File: config.mk
export PLATFORM = sky130hd
export DESIGN_NAME = plti_div
export DESIGN_NICKNAME = d
export VERILOG_FILES = /design/src/rtl/plti_pkg.sv /design/src/rtl/plti_div.sv
export VERILOG_INCLUDE_DIRS = /design/src /design/src/rtl
export SDC_FILE = /design/constraint.sdc
export NUM_CORES = 1
export LEC_CHECK = 0
export BUFFER_PORTS_ARGS = -buffer_cell sky130_fd_sc_hd__buf_4
export CAP_MARGIN = 0
export CORE_MARGIN = 2
export CORE_UTILIZATION = 55
export CTS_BUF_LIST = sky130_fd_sc_hd__clkbuf_4 sky130_fd_sc_hd__clkbuf_8
export DETAILED_ROUTE_END_ITERATION = 10
export PLACE_DENSITY = 0.88
export SLEW_MARGIN = 20
export SYNTH_ARGS = -nofsm -noshare
export SYNTH_HDL_FRONTEND = slang
export SYNTH_SLANG_ARGS = --single-unit
File: constraint.sdc
create_clock -name i_clk -period 4.05 [get_ports i_clk]
set_clock_uncertainty 0.05 [all_clocks]
set_input_delay 0.405 -clock i_clk [delete_from_list [all_inputs] [get_ports i_clk]]
set_output_delay 0.405 -clock i_clk [all_outputs]
set_load 0.005 [all_outputs]
File: src/rtl/assert_macros.svh
// Shared assertion helpers, sampled on i_clk and idle during reset.
`ifndef ASSERT_MACROS_SVH
`define ASSERT_MACROS_SVH

// same-cycle implication
`define AST_IMP(lbl, ante, cons, msg) \
    lbl: assert property (@(posedge i_clk) disable iff (!i_rst_n) (ante) |-> (cons)) \
        else $error(msg);

// next-cycle implication
`define AST_NXT(lbl, ante, cons, msg) \
    lbl: assert property (@(posedge i_clk) disable iff (!i_rst_n) (ante) |=> (cons)) \
        else $error(msg);

`endif

File: src/rtl/plti_pkg.sv
`timescale 1ns / 1ps
package plti_pkg;

    localparam int MAX_POINTS_DEF = 64;
    localparam int POS_W          = 34;   // wrapped position can exceed 32 bits
    localparam int DIV_NUM_W      = 65;
    localparam int DIV_DEN_W      = 33;

    localparam logic OP_WRITE = 1'b0;
    localparam logic OP_QUERY = 1'b1;

    typedef enum logic [1:0] {
        REG_POINT_COUNT   = 2'd0,
        REG_CLOSED_MODE   = 2'd1,
        REG_PERIOD_LENGTH = 2'd2
    } t_reg_idx;

    typedef enum logic [2:0] {
        ST_IDLE,
        ST_WRAP,
        ST_COUNT,
        ST_FETCH,
        ST_MUL,
        ST_DIV_VAL,
        ST_DIV_SLOPE,
        ST_OUT
    } t_state;

    typedef struct packed {
        logic               en;
        logic [5:0]         idx;
        logic signed [31:0] x;
        logic signed [31:0] y;
    } t_wr;

    typedef struct packed {
        logic signed [31:0] xl;
        logic signed [31:0] yl;
        logic signed [31:0] xh;
        logic signed [31:0] yh;
    } t_cap;

endpackage

File: src/rtl/plti_div.sv
`timescale 1ns / 1ps
`include "assert_macros.svh"
module plti_div (
    input  logic                             i_clk,
    input  logic                             i_rst_n,
    input  logic                             i_start,
    input  logic [plti_pkg::DIV_NUM_W-1:0]   i_num,
    input  logic [plti_pkg::DIV_DEN_W-1:0]   i_den,
    output logic                             o_done,
    output logic [plti_pkg::DIV_NUM_W-1:0]   o_quot,
    output logic [plti_pkg::DIV_DEN_W-1:0]   o_rem
);

    localparam int NW = plti_pkg::DIV_NUM_W;
    localparam int DW = plti_pkg::DIV_DEN_W;
    localparam int KW = $clog2(NW);

    logic          r_busy;
    logic          r_done;
    logic [KW-1:0] r_cnt;
    logic [NW-1:0] r_num;
    logic [DW:0]   r_rem;
    logic [DW-1:0] r_den;
    logic [DW:0]   w_sh;
    logic          w_ge;

    // restoring division, one quotient bit per cycle shifted into r_num
    assign w_sh = {r_rem[DW-1:0], r_num[NW-1]};
    assign w_ge = w_sh >= {1'b0, r_den};

    always_ff @(posedge i_clk) begin
        if (!i_rst_n) begin
            r_busy <= 1'b0;
            r_done <= 1'b0;
        end else begin
            r_done <= 1'b0;
            if (i_start) begin
                r_busy <= 1'b1;
            end else if (r_busy && r_cnt == '0) begin
                r_busy <= 1'b0;
                r_done <= 1'b1;
            end
        end
    end

    always_ff @(posedge i_clk) begin
        if (i_start) begin
            r_num <= i_num;
            r_den <= i_den;
            r_rem <= '0;
            r_cnt <= KW'(NW - 1);
        end else if (r_busy) begin
            r_num <= {r_num[NW-2:0], w_ge};
            r_rem <= w_ge ? (w_sh - {1'b0, r_den}) : w_sh;
            r_cnt <= r_cnt - 1'b1;
        end
    end

    assign o_done = r_done;
    assign o_quot = r_num;
    assign o_rem  = r_rem[DW-1:0];

    `AST_IMP(a_start_idle, i_start, !r_busy, "divider restarted while busy")
    `AST_NXT(a_done_single, r_done, !r_done, "divider done held for two cycles")
    `AST_IMP(a_done_not_busy, r_done, !r_busy, "divider done while still busy")

endmodule

=== Word level (Yosys, flattened, before mapping) ===
Index checks and enable logic that the tools add are counted.

* Word-level logic and storage cells: 21
* Memories kept: 0
* Output and inout port bits: 99
* Input port bits: 101
* Memory bits (read-only): 0
* Bits in writable memories: 0
* Bits in registers: 140
* Bits in latches: 0

* $lt $le $gt $ge: 1
* Reduce and logical (&&, ||, !) cells: 5
* Equality and inequality tests: 0
* Divide/modulo/power cells: 0
* Add/sub/neg operators: 2
* Multipliers: 0
* Multiplexer cells: 6
* Bitwise operators: 1
* Shift-type cells: 0

{| class="wikitable"
|+ Operators with widths
! operator !! number
|-
| $mux W65 || 2
|-
| $ge A34 B33 Y1 || 1
|-
| $mux W33 || 1
|-
| $sub A33 B33 Y33 || 1
|-
| $logic_not A7 Y1 || 1
|-
| $sub A7 B1 Y7 const B || 1
|-
| $reduce_bool A2 Y1 || 2
|-
| $mux W1 || 3
|-
| $reduce_or A2 Y1 || 1
|-
| $logic_and A1 B1 Y1 || 1
|-
| $not A1 Y1 || 1
|}

=== Logic depth before layout (Yosys ltp) ===
* Depth after elaboration: 4
* Mapped depth: 15
* Mapped depth without buffers: 13

=== Worst setup path after synthesis ===
No wires, ideal clock.

* Kind: register to register
* Start point: register r_num[64], in the netlist o_quot[64]
* End point: register r_num[0], in the netlist o_quot[0], data pin
* Library setup time: 0.260 ns
* Cell stages (with the launch flop): 15
* Path buffers: 2
* Slack: 0.747 ns
* Required time: 3.740 ns
* Period minus slack after synthesis: 3.303 ns
* Arrival: 2.993 ns
* Cell sequence: edfxtp_1 > inv_1 > ha_1 > inv_1 > fa_1 > a211oi_2 > o21bai_1 > a221o_1 > a211oi_2 > nor2_1 > o211ai_4 > nand2_2 > buf_6 > buf_6 > mux2_2

* Word-level cells in the longest chain between the ends: 3

{| class="wikitable"
|+ Ends and longest elaborated chain
! what !! line !! RTL
|-
| start: declaration || plti_div.sv:21 || <nowiki>logic [NW-1:0] r_num;</nowiki>
|-
| start signal: assignment || plti_div.sv:48 || <nowiki>r_num <= i_num;</nowiki>
|-
| start signal: assignment || plti_div.sv:53 || <nowiki>r_num <= {r_num[NW-2:0], w_ge};</nowiki>
|-
| $ge A34 B33 Y1 || plti_div.sv:29 || <nowiki>assign w_ge = w_sh >= {1'b0, r_den};</nowiki>
|-
| $mux W65 || plti_div.sv:52 || <nowiki>end else if (r_busy) begin</nowiki>
|-
| $mux W65 || plti_div.sv:47 || <nowiki>if (i_start) begin</nowiki>
|}

No other way between the ends. The select of a mux whose other input is x is not followed.
A chain may end at the register's enable or synchronous reset.

=== Final worst setup path ===
* Start point: register r_num[64], in the netlist o_quot[64]
* End point: register r_rem[23]

* Word-level cells in the longest chain between the ends: 2
* Elaborated cells on any way between the ends: 3
* Classes of those cells: 1 x add/sub; 1 x order compare; 1 x mux

{| class="wikitable"
|+ Ends and longest elaborated chain
! what !! line !! RTL
|-
| $sub A33 B33 Y33 / $ge A34 B33 Y1 (equally long branches) || plti_div.sv:54, plti_div.sv:29 ||
|-
| $mux W33 * || plti_div.sv:54 || <nowiki>r_rem <= w_ge ? (w_sh - {1'b0, r_den}) : w_sh;</nowiki>
|-
| end signal: assignment || plti_div.sv:54 ||
|-
| end: declaration || plti_div.sv:22 || <nowiki>logic [DW:0] r_rem;</nowiki>
|}

Mark *: on every way between the ends. The rest lies on a longest branch, timed or not.

==> impl_results.md <==
* Status: complete, no violations
* Hold path cells at 1
* Ys flop type: edfxtp_1
* Max-slew violation count at 0
* Post-route DRC at 0
* Avg Inst Size Synth at 11.3 um^2
* Die area at 14,500 um^2
* Ys Warns at 0
* Fmax achieved at 273 MHz
* Crit path DAT at 3.96 ns
* RR Startpoint: o_quot[64]
* Core area at 13,200 um^2
* Setup_tns at 0 ns
* Number of buffers added for setup after CTS at 0
* Crit end category: register
* Largest net degree at the start of global routing at 58
* Vias in the first global route at 5,848
* H-tree depth at 4
* PortBufs at 199
* Half-perimeter wire length after detailed placement at 13,700 um
* Actual slew at the worst max-slew pin at 0.665 ns
* Pleak at 4.06 nW
* Hold WC Path Type: in -> reg
* Post-synth EDFFs at 98
* Final hold violation count at 0
* Placed cell area at 9080 um^2
* Place WS at 0.410 ns
* Final critical-path required period at 3.66 ns
* Initial antenna violation count at 0
* Final layout net count at 989
* RSZ-0062 raised after global routing: false
* Worst setup margin at 0.392 ns
* Max Cap Violations at 0
* I/O pin count at 200
* Drt pass-1 iters at 4
* Design area at 9490 um^2
* Antenna-violating nets left at 0
* Worst-path clk slew at 0.09 ns
* Share of post-route cells with drive strength above 1 at 37.1%
* Antenna cells at 0
* Crit Path Class: reg -> reg
* Period utilisation layout at 90.3%
* Num CTS Buffers at 17
* Pwr Density at 413 nW/um^2
* Critical-path maximum fanout at 13
* Die height at 120 um
* Total track usage at 26.6%
* Row Count at 42
* CP cell instances: inv_1 -> ha_1 -> inv_1 -> fa_1 -> a211oi_2 -> o21bai_1 -> a221o_1 -> a211oi_2 -> nor2_1 -> o211ai_4 -> nand2_2 -> buf_4 -> mux2_2 -> a22o_1
* Clock tree buffer depth at 2
* Final GP Congestion at 0.883
* Netlist Area Pre-Place at 7430 um^2
* Sink Count at 140
* Max IR drop VDD at 0.000452 V
* Root Driver: clkbuf_8
* Dpl cells at 1,010
* Initial Util at 56.1%
* Comb pwr share at 23.8%
* Synthesized instance count at 655
* DRT iter0 DRCs at 307
* Net Sw Power at 1.14 mW
* Register share of total power at 45.6%
* CTS Hold Bufs at 0
* P&R area growth vs syn at 27.8%
* Crit. Startpoint: o_quot[64]
* DIE WIDTH at 120 um
* Syn Nets at 791
* Worst Path Required at 4.35 ns
* Switching share of power at 29.1%
* Avg WL per Cell at 18.3 um
* DR vias at 5,863
* CTS tree: built
* Via-to-Cell Ratio at 5.63
* Library cells used by synthesis at 66
* Clock power share at 30.6%
* Slowest stage delay, CP at 0.43 ns
* Slowest cell on crit path: fa_1
* Final setup fails at 0
* Critical path launch point type: register
* Worst R2R Path Depth at 14
* Grt ovf at 0
* P_int at 2.78 mW
* Slew margin rel. at 54.5%
* Skew-Pair Late Insertion Delay at 0.45 ns
* First-pass GRT wire length at 29,500 um
* Cell Count, Final, Fillers Out at 1,042
* Hold Path Origin: i_den[7]
* FFs w/ async S/R, synth at 0%
* Routed WL at 19,100 um
* Post-CTS sizing at 0
* Flops & latches, synth at 140
* Seq/Total Area, Yosys at 50.9%
==> sequential cells by signal (all words and copies together) (netlist names) <==
| register | cells |
|---|---|
| o_done | 1 |
| r_den | 33 |
| r_cnt | 7 |
| r_busy | 1 |
| r_rem | 33 |
| o_quot | 65 |
==> cells in the mapped netlist, types with 7 or more instances <==
library cell	count	area share (%)
mux2_2	67	10
ha_1	34	5.7
nand2_1	33	1.7
a211oi_1	24	2.4
dfxtp_1	42	11
inv_1	50	2.5
a21o_1	7	0.71
xor2_1	11	1.3
nor2_1	55	2.8
edfxtp_1	98	40
xnor2_1	18	2.1
nand3_1	13	0.88
o21ai_0	19	1.3
clkbuf_1	19	0.96
mux2i_1	20	2.7
nor3_1	7	0.47
a21oi_1	34	2.3
==> metal layers <==
layer	GRT usage, %	routed length (um)	up-vias
met5	0	0	-
met4	8.87	507	0
met3	10.5	1580	30
met2	48.3	9920	208
met1	28.1	7070	2799
li1	-	-	2826
==> through the flow <==
stage,hold slack (ns),utilization [%],total power [mW]
floorplan,0.415,-,2.36
global placement,0.428,68.5,2.71
detailed placement,0.435,68.5,2.74
CTS,0.0477,71.7,3.94
global route,0.0364,71.7,4.09
finish,0.0744,71.7,3.92
==> cells by family after synthesis <==
family,Yosys count,share of synthesized area [%]
AOI/OAI and AO/OA,135,12.9
xor gates and xnor gates,29,3.42
adders and majority gates,35,6.00
buffers and inverters,78,4.26
DFF,140,50.9
muxes,87,12.8
and+or+nand+nor,151,9.68
==> cell usage in the layout, fill, tap and decap left out, types with 4 or more instances in the layout <==
| cell | n |
|---|---|
| a211oi_1 | 24 |
| a21o_1 | 7 |
| a21oi_1 | 34 |
| a31oi_1 | 4 |
| and2_1 | 5 |
| and3_1 | 5 |
| buf_4 | 207 |
| clkbuf_8 | 17 |
| dfxtp_1 | 41 |
| edfxtp_1 | 98 |
| ha_1 | 34 |
| inv_1 | 49 |
| inv_6 | 6 |
| mux2_2 | 67 |
| mux2i_1 | 20 |
| nand2_1 | 33 |
| nand3_1 | 13 |
| nand4_1 | 5 |
| nor2_1 | 55 |
| nor2b_1 | 5 |
| nor3_1 | 7 |
| o21a_1 | 4 |
| o21ai_0 | 19 |
| o21bai_1 | 5 |
| or3_1 | 5 |
| xnor2_1 | 18 |
| xor2_1 | 11 |
==> final timing paths <==
path,end,slack [ns]
worst min-delay path,r_den[7],0.07
worst max register to register,r_rem[23],0.39
worst min register to register,r_cnt[1],0.46
worst max-delay path,r_rem[23],0.39
==> area by class of cell <==
class | instances | area, um^2
Timing Repair Buffer | 207 | 1550
Clock inverter | 15 | 181
Sequential cell | 140 | 3780
Inverter | 50 | 188
Fill cell | 926 | 3750
Tap cell | 176 | 220
Multi-Input combinational cell | 437 | 3330
Clock buffer | 17 | 234
==> worst max-delay path: cells and delay by family, from the launching register on <==
| family | cells | cell delay, ns |
|---|---|---|
| AO/OA/AOI/OAI | 6 | 1.46 |
| adder cells (fa/ha/maj) | 2 | 0.60 |
| buffers and inverters | 3 | 0.41 |
| flip-flops | 1 | 0.41 |
| AND/OR/NAND/NOR | 2 | 0.33 |
| multiplexers | 1 | 0.29 |
==> power groups by stage <==
stage / logic (mW) / registers, mW / clock network [mW]
2_1_floorplan: 0.563 / 1.80 / 0
3_3_place_gp: 0.900 / 1.81 / 0
3_5_place_dp: 0.921 / 1.81 / 0
4_1_cts: 0.933 / 1.79 / 1.22
5_1_grt: 1.02 / 1.80 / 1.27
6_report: 0.933 / 1.79 / 1.20
Power figures use the tool's default switching activity.
