==> config.mk <==
export PLATFORM = sky130hd
export DESIGN_NAME = plti_cell
export DESIGN_NICKNAME = d
export VERILOG_FILES = /design/src/rtl/assert_macros.svh /design/src/rtl/plti_pkg.sv /design/src/rtl/plti_cell.sv
export SDC_FILE = /design/constraint.sdc
export NUM_CORES = 1
export LEC_CHECK = 0
export ABC_AREA = 1
export BUFFER_PORTS_ARGS = -buffer_cell sky130_fd_sc_hd__buf_2
export CAP_MARGIN = 20
export CORE_AREA = 2 2 166 168
export DETAILED_ROUTE_END_ITERATION = 16
export DIE_AREA = 0 0 168 170
export GPL_TIMING_DRIVEN = 0
export SLEW_MARGIN = 25
export SYNTH_ARGS = -nofsm -noshare
export SYNTH_HDL_FRONTEND = slang
export SYNTH_SLANG_ARGS = --single-unit
==> constraint.sdc <==
create_clock -name i_clk -period 3.5 [get_ports i_clk]
set_input_delay 0.175 -clock i_clk [delete_from_list [all_inputs] [get_ports i_clk]]
set_output_delay 0.175 -clock i_clk [all_outputs]
set_load 0.05 [all_outputs]
==> src/rtl/assert_macros.svh <==
// Shared assertion helpers, sampled on i_clk and idle during reset.
`ifndef ASSERT_MACROS_SVH
`define ASSERT_MACROS_SVH

// same-cycle implication
`define AST_IMP(lbl, ante, cons, msg) \
    lbl: assert property (@(posedge i_clk) disable iff (!i_rst_n) (ante) |-> (cons)) \
        else $error(msg);

// next-cycle implication
`define AST_NXT(lbl, ante, cons, msg) \
    lbl: assert property (@(posedge i_clk) disable iff (!i_rst_n) (ante) |=> (cons)) \
        else $error(msg);

`endif

==> src/rtl/plti_pkg.sv <==
`timescale 1ns / 1ps
package plti_pkg;

    localparam int MAX_POINTS_DEF = 64;
    localparam int POS_W          = 34;   // wrapped position can exceed 32 bits
    localparam int DIV_NUM_W      = 65;
    localparam int DIV_DEN_W      = 33;

    localparam logic OP_WRITE = 1'b0;
    localparam logic OP_QUERY = 1'b1;

    typedef enum logic [1:0] {
        REG_POINT_COUNT   = 2'd0,
        REG_CLOSED_MODE   = 2'd1,
        REG_PERIOD_LENGTH = 2'd2
    } t_reg_idx;

    typedef enum logic [2:0] {
        ST_IDLE,
        ST_WRAP,
        ST_COUNT,
        ST_FETCH,
        ST_MUL,
        ST_DIV_VAL,
        ST_DIV_SLOPE,
        ST_OUT
    } t_state;

    typedef struct packed {
        logic               en;
        logic [5:0]         idx;
        logic signed [31:0] x;
        logic signed [31:0] y;
    } t_wr;

    typedef struct packed {
        logic signed [31:0] xl;
        logic signed [31:0] yl;
        logic signed [31:0] xh;
        logic signed [31:0] yh;
    } t_cap;

endpackage

==> src/rtl/plti_cell.sv <==
`timescale 1ns / 1ps
module plti_cell #(
    parameter int IDX = 0,
    parameter int CW  = 7,
    parameter int AW  = 6
) (
    input  logic                             i_clk,
    input  plti_pkg::t_wr                    i_wr,
    input  logic signed [plti_pkg::POS_W-1:0] i_pos,
    input  logic [CW-1:0]                    i_n,
    input  logic [AW-1:0]                    i_lo,
    input  logic [AW-1:0]                    i_hi,
    input  logic [CW-1:0]                    i_cnt,
    output logic [CW-1:0]                    o_cnt,
    input  plti_pkg::t_cap                   i_cap,
    output plti_pkg::t_cap                   o_cap,
    output logic signed [31:0]               o_x
);

    logic signed [31:0] r_x;
    logic signed [31:0] r_y;
    logic [CW-1:0]      r_cnt;
    plti_pkg::t_cap     r_cap;
    logic               w_hit;
    plti_pkg::t_cap     n_cap;

    assign w_hit = (int'(i_n) > IDX) && (plti_pkg::POS_W'(r_x) <= i_pos);

    always_comb begin
        n_cap = i_cap;
        if (int'(i_lo) == IDX) begin
            n_cap.xl = r_x;
            n_cap.yl = r_y;
        end
        if (int'(i_hi) == IDX) begin
            n_cap.xh = r_x;
            n_cap.yh = r_y;
        end
    end

    always_ff @(posedge i_clk) begin
        if (i_wr.en && int'(i_wr.idx) == IDX) begin
            r_x <= i_wr.x;
            r_y <= i_wr.y;
        end
        r_cnt <= i_cnt + CW'(w_hit);
        r_cap <= n_cap;
    end

    assign o_cnt = r_cnt;
    assign o_cap = r_cap;
    assign o_x   = r_x;

endmodule

After elaboration in Yosys (flattened, before gate mapping):

Index checks and enable logic that the tools add are counted.

* bits in registers: 199
* bits of input ports: 260
* word-level logic and storage cells: 17

* $add $sub $neg: 1
* magnitude comparators: 2
* mux-type cells: 2
* reduce and logical (&&, ||, !) cells: 5

Operators by type and width (count)
* $mux W64: 2
* $le A32 B34 Y1: 1
* $logic_not A6 Y1: 3
* $add A7 B1 Y7: 1
* $gt A7 B1 Y1 const B: 1
* $logic_and A1 B1 Y1: 2

Logic depth before layout (Yosys ltp):

Gate-level depths: netlist of the first run.

* word-level depth: 3
* mapped depth: 21

Worst setup path before layout of the first run:

Ideal clock, no wire load.

* path kind: reg2reg
* start point: reg r_x[31] (netlist: o_x[31])
* end point: reg r_cnt[6] (netlist: o_cnt[6])
* arrival: 2.460 ns
* data required time: 3.379 ns
* setup slack: 0.919 ns
* cell stages (with the launch flop): 18
* buffers on the path: 0
* cells stage by stage: edfxtp_1 > ha_1 > nand2_2 > nor2_2 > nand2_2 > nor2_4 > nand3_2 > nand2_1 > nor2_1 > nand3_1 > nand3_1 > nand2_1 > inv_1 > ha_1 > ha_1 > nand3_1 > nor2_1 > xor2_1

* word-level cells in the longest chain between the ends: 3

RTL lines
* from (decl): RTL line plti_cell.sv:20 `logic signed [31:0] r_x;`
* from (signal assigned): RTL line plti_cell.sv:43 `r_x <= i_wr.x;`
* $le A32 B34 Y1: RTL line plti_cell.sv:27 `assign w_hit = (int'(i_n) > IDX) && (plti_pkg::POS_W'(r_x) <= i_pos);`
* $logic_and A1 B1 Y1: RTL line plti_cell.sv:27
* $add A7 B1 Y7: RTL line plti_cell.sv:46 `r_cnt <= i_cnt + CW'(w_hit);`
* to (signal assigned): RTL line plti_cell.sv:46
* to (decl): RTL line plti_cell.sv:22 `logic [CW-1:0] r_cnt;`

Every way passes these cells.
A chain may end at the register's enable or synchronous reset.

Final worst setup path of the first run:

Same ends and word-level chain as after synthesis.

==> results of run 1 <==
## path summary, 6_finish.rpt
| path | from | endpoint | slack (ns) | cells past startpoint |
|---|---|---|---|---|
| worst min-delay path | i_cap[23] | o_cap[23] | 0.02 | 3 |
| worst min register to register | r_y[18] | o_cap[18] | 0.50 | 2 |
| worst max register to register | o_x[31] | o_cnt[6] | 0.79 | 18 |
| worst max-delay path | o_x[31] | o_cnt[6] | 0.79 | 18 |
## cell usage after synthesis
library cell and n:
a21boi_0 1, a21o_1 2, a21oi_1 13, and3_1 1, buf_2 20, clkbuf_1 8
dfxtp_1 135, edfxtp_1 64, ha_1 36, inv_1 115, nand2_1 174, nand2_2 2
nand3_1 5, nand3_2 1, nand4_1 2, nor2_1 16, nor2_2 1, nor2_4 1
nor3_1 3, nor4_1 4, o21ai_0 80, o21ai_1 50, xor2_1 5
## cells in the final DEF (no fill, tap or decap), types with 3 or more instances in the layout
master         instances
buf_2                446
dfxtp_1              135
xor2_1                 5
clkbuf_16             17
a21oi_1               13
nor2_1                16
nor4_1                 4
ha_1                  36
nand2_1              174
edfxtp_1              64
clkinv_8               5
clkbuf_1               8
inv_6                  4
o21ai_1               50
nand3_1                5
nor3_1                 3
dlygate4sd3_1        194
inv_1                115
o21ai_0               80
## metrics by stage
stage	power, mW	area [um^2]	std cells	setup TNS, ns	hold WS [ns]
after CTS	5.59	12400	1732	0	0.00239
after detailed placement	3.31	9840	1507	0	0.353
after global placement	3.31	9810	1506	-2.05	0.353
after floorplan	3.03	7260	739	0	0.268
final	5.54	12400	1735	0	0.0216
after global routing	5.76	12400	1733	0	0.00330
## registers in the layout, summed over array words and instances (netlist names)
| register | flops |
|---|---|
| r_y | 32 |
| o_cap | 128 |
| o_cnt | 7 |
| o_x | 32 |
## critical path, stage by stage (launching register included)
cell	delay, ns
edfxtp_1	0.46
ha_1	0.41
nand2_2	0.09
nor2_2	0.14
nand2_2	0.10
nor2_4	0.15
nand3_2	0.09
nand2_1	0.07
nor2_1	0.06
nand2_1	0.06
nand2_1	0.05
nand3_1	0.07
nand2_1	0.09
inv_1	0.07
ha_1	0.16
ha_1	0.20
nand3_1	0.13
nor2_1	0.13
xor2_1	0.14
## metal layers
metal,routed length [um],vias to the layer above,GRT usage (%)
li1,-,3648,-
met1,10800,3361,20.5
met2,13400,331,33.0
met3,1650,50,4.35
met4,850,0,7.45
met5,0,-,0
## power groups by stage
stage          logic, mW  registers (mW)  clock network (mW)
6_report           0.937            2.50                2.09
5_1_grt            0.998            2.51                2.25
4_1_cts            0.930            2.50                2.16
3_5_place_dp       0.757            2.56                   0
3_3_place_gp       0.751            2.55                   0
2_1_floorplan      0.125            2.90                   0
## logic make-up after synthesis
kind of cell | count (synthesis) | share of synthesized area (%)
simple gates | 210 | 11.5
flops | 199 | 63.7
compound gates | 146 | 10.2
buf+inv | 143 | 7.74
fa+ha+maj | 36 | 6.21
xor+xnor | 5 | 0.604
## cell type report
| class | count | area share [%] |
|---|---|---|
| sequential | 199 | 37.2 |
| tap | 341 | 3.43 |
| multi-input combinational | 397 | 16.7 |
| timing repair buffer | 621 | 33.0 |
| inverter | 115 | 3.47 |
| clock buffer | 18 | 3.53 |
| antenna | 2 | 0.0403 |
| clock inverter | 14 | 1.60 |
| buffer | 28 | 1.05 |
## what timing repair did
item                       CTS  global route
setup endpoints to repair    0             0
hold endpoints to repair   193             1
hold buffers               193             1
==> results.md, run 1 <==
- Post-CTS Repair Setup Buffers: 0
- Max-slew headroom: 64.3%
- Register area share after synthesis: 63.7%
- Post-CTS sizing: 0
- Syn Nets: a little over 1,000
- First-pass GRT wire length: ~40,000 um
- Port bufs: ~430
- Status: complete, no violations
- CTS tree: yes
- Initial Util: between 20% and 30%
- Gate power share: between 15 and 20%
- Pin count of the biggest net entering global routing: 36
- Mapped Area: slightly above 7000 um^2
- Final WL: roughly 27,000 um
- Area Growth Syn to Fin: 71.2%
- DIE WIDTH: between 150 and 200 um
- Clock transition at path regs: roughly 0.090 ns
- WS Path Type: reg2reg
- Power Dens Cells: between 400 and 500 nW/um^2
- IO Pins: between 400 and 500
- Layout Skew: between 0.01 and 0.015 ns
- Fin. max-slew vios: 0
- Final hold violations: 0
- Internal power: between 3 and 4 mW
- Root Driver: clkbuf_16
- Synth top area share: a little under two fifths
- Synthesis-stage register bit count: a little under 200
- Post-layout min period: roughly 2.7 ns
- Yosys warning count: 0
- Worst-path fanout max: 5
- GRT Total Usage: around 18%
- Clock share of power: a little under two fifths
- Cell taking the most area after synthesis: dfxtp_1
- Reg area: 4620 um^2
- 1st-iter DRT viols: 292
- Fin worst setup slack: 0.787 ns
- Final setup viols: 0
- Max IR drop VDD: 0.284 mV
- Antenna violations before repair: 0
- Vias in the first global route: 7,711
- Die area: about 29,000 um^2
- Area of the multi-input gates: a little over 2000 um^2
- Cell count after synthesis: 739
- GPL Wtd Cong: roughly 0.84
- Drt pass-1 iters: 5
- Synthesized area per cell: 9.82 um^2
- Sw frac: between 20 and 30%
- Fmax achieved: approximately 370 MHz
- Vias per Instance: 4.26
- Clock sinks: 199
- Net count, final: 1,675
- Total CTS buffers: 17
- Max-Cap Viols: 0
- Slew @ Worst Pin: ~0.54 ns
- Post-DP HPWL: around 19,000 um
- Core Rows: 60
- Hold WC Path Type: in2reg
- H-tree levels: 4
- Post-Place Worst Slack: around 0.7 ns
- Final Cycle Share: just under 80%
- Leak: 6.34 nW
- Skew-Pair Late Insertion Delay: 0.42 ns
- Max clock buf depth: 2
- Crit end category: register
- Final Core Density: a little under half
- Reg power frac: about 45%
- GR Overflow Total: 0
- CP startpoint kind: register
- RSZ-0062 raised after global routing: no
- CP required: 3.85 ns
- Fill count: approximately 2,500
- Chip height: approximately 170 um
- Share of post-route cells with drive strength above 1: 34.8%
- Synth area leaders: dfxtp_1, edfxtp_1, nand2_1, ha_1, inv_1
- WP data arrival: just over 3 ns
- Final routed DRC violation total: 0
- Routed WL per cell: 15.4 um
- Count of different cell masters after synthesis: 23
- Psw: around 1.6 mW
- Vias: about 7,400
- CORE AREA: about 27,000 um^2
- Routed Antenna Nets: 0
No activity file was read; power rests on OpenSTA's default activity.
==> inputs of run 2 (changes only) <==
Clock period 3.5 ns to 2.4 ns, I/O delays scaled along.
==> run 2 against run 1 <==
Die area is the same. Clock power grew 41%. Clock-buffer cell count shrank 1. Final cell count grew 1.2%. Highest routed layer unchanged. Critical path type unchanged. The flow now finishes with violations (negative setup slack). Largest cell class unchanged.
==> results.md, run 2 (synthesis results as in run 1) <==
- Worst Setup SP: o_x[31]
- Max-slew headroom: 48.8% (-16 points)
- Max IR drop VDD: 0.321 mV (+13%)
- GR Overflow Total: 0 (unchanged)
- Area Growth Syn to Fin: 75.2%
- Final hold violations: 0 (unchanged)
- WS Path Type: reg2reg
- First-pass GRT wire length: 41,900 um (+4.8%)
- Critical R2R Launch: o_x[31]
- CP required: 2.75 ns (-1.10 ns)
- CP startpoint kind: register
- Commonest cells after routing, fill and taps aside: buf_2, dlygate4sd3_1, nand2_1
- Port bufs: 426 (unchanged)
- DIE WIDTH: 168 um (unchanged)
- End of the critical path: o_cnt[5]
- Slew @ Worst Pin: 0.769 ns (+0.233 ns)
- Placed inst area: 9890 um^2 (+0.48%)
- 1st-iter DRT viols: 479 (+64%)
- R2r worst-path depth: 17 (-1)
- Status: finished, violations left
- Clock transition at path regs: 0.08 ns (about the same)
- Total CTS buffers: 17 (unchanged)
- Crit end category: register
- Drt pass-1 iters: 4 (-1)
- Fin worst setup slack: -0.0793 ns (-0.867 ns)
- Max FFs per register: 128 (unchanged)
- Chip height: 170 um (unchanged)
- Hold WC Path Type: in2reg
- Antenna violations before repair: 1 (+1)
- Root Driver: clkbuf_16
- Setup tns final: -0.236 ns (-0.236 ns)
- Vias in the first global route: 7,613 (-1.3%)
- Dpl cells: 1,507 (unchanged)
- Net count, final: 1,696 (+1.3%)
- CORE AREA: 26,700 um^2 (unchanged)
- Final Instance Count excl. Fillers: 1,755 (+1.2%)
- Routed Antenna Nets: 0 (unchanged)
- Post-route cell area: 12,700 um^2 (+2.3%)
- Clock sinks: 199 (unchanged)
- Max clock buf depth: 2 (unchanged)
- Final routed DRC violation total: 0 (unchanged)
- Fill count: 2,434 (-0.94%)
- Die area: 28,600 um^2 (unchanged)
- Post-DP HPWL: 20,200 um (+7.3%)
- Fmax achieved: 403 MHz (+9.4%)
- Vias per Instance: 4.29 (+0.75%)
- Post-Place Worst Slack: -0.236 ns (-0.952 ns)
- Share of post-route cells with drive strength above 1: 36.9% (+2.0 points)
- Skew-Pair Late Insertion Delay: 0.43 ns (about the same)
- GPL Wtd Cong: 0.884 (+4.8%)
- Reg-to-reg slack, setup: -0.08 ns (-0.87 ns)
- RSZ-0062 raised after global routing: yes
- Max-Cap Viols: 0 (unchanged)
- WP data arrival: 2.83 ns (-0.24 ns)
- Routed WL per cell: 16.3 um (+6.2%)
- CTS tree: yes
- Pin count of the biggest net entering global routing: 35 (-2.8%)
- Final Cycle Share: 103% (+26 points)
- Post-layout min period: 2.48 ns (-0.233 ns)
- Vias: 7,531 (+1.9%)
- Hold Slack: 0.126 ns (+0.104 ns)
- IO Pins: 427 (unchanged)
- Final Core Density: 47.7% (+1.1 points)
- Final WL: 28,600 um (+7.4%)
- Fin. max-slew vios: 0 (unchanged)
- Leak: 6.45 nW (+1.7%)
- Core Rows: 60 (unchanged)
- Failing checks: negative setup slack
- Layout Skew: 0.0141 ns (+0.000981 ns)
- Worst-path fanout max: 4 (-1)
- H-tree levels: 4 (unchanged)
- Initial Util: 27.2% (unchanged)
- Power Dens Cells: 630 nW/um^2 (+41%)
- Final setup viols: 5 (+5)
- Most common cell after layout, fill and taps aside: buf_2
- R2r endpoint: o_cnt[5]
- Total power draw: 8.01 mW (+45%)
- GRT Total Usage: 19.2% (+1.0 points)
run 2: what timing repair did:
| action | in CTS | in global routing |
|---|---|---|
| gates cloned | 0 | 0 |
| gates resized for setup | 10 | 12 |
| endpoints found under the hold margin | 198 | 0 |
| pin swaps | 13 | 6 |
| buffers inserted | 8 | 8 |
| endpoints found under the setup margin | 5 | 5 |
| hold buffers | 199 | 0 |
run 2: worst min-delay path by stage:
stage / cells after the start / endpoint / startpoint / slack [ns]
floorplan: 1 / o_cnt[2] / i_cnt[2] / 0.21
global placement: 1 / r_y[15] / i_wr[15] / 0.30
detailed placement: 1 / o_x[24] / i_wr[56] / 0.30
CTS: 6 / o_cnt[0] / i_n[5] / 0.08
global route: 6 / o_cnt[0] / i_n[3] / 0.13
finish: 6 / o_cnt[0] / i_n[3] / 0.13
run 2: cell type report:
cell class / instances / area, um^2 / area share (%)
inverter: 115 / 432 / 3.40
tap: 341 / 427 / 3.36
sequential: 199 / 4620 / 36.4
buffer: 28 / 130 / 1.02
antenna: 1 / 2.50 / 0.0197
clock inverter: 15 / 178 / 1.40
clock buffer: 17 / 425 / 3.35
timing repair buffer: 642 / 4270 / 33.6
multi-input combinational: 397 / 2230 / 17.5
run 2: critical path, cell delays in order, from the launching register on:
cell      delay [ns]
edfxtp_1        0.52
ha_1            0.35
nand2_2         0.06
nor2_2          0.11
nand2_2         0.09
nor2_4          0.13
nand3_2         0.09
nand2_2         0.08
nor2_4          0.04
nand2_1         0.06
nand2_1         0.06
nand3_2         0.07
nand2_2         0.05
inv_2           0.06
ha_4            0.17
nand3_4         0.10
nor3_4          0.20
xor2_1          0.17
run 2: power by group:
part | internal (mW) | switching (mW)
Clock | 1.43 | 1.52
Sequential | 3.61 | 0.0409
Combinational | 0.565 | 0.851
Total | 5.60 | 2.41
run 2: layer usage:
| metal | up-vias | GRT usage, % | share of wire, % |
|---|---|---|---|
| met5 | - | 0 | 0 |
| met4 | 0 | 6.39 | 2.1 |
| met3 | 46 | 3.88 | 5.5 |
| met2 | 324 | 35.4 | 51 |
| met1 | 3467 | 22.2 | 41 |
| li1 | 3694 | - | - |
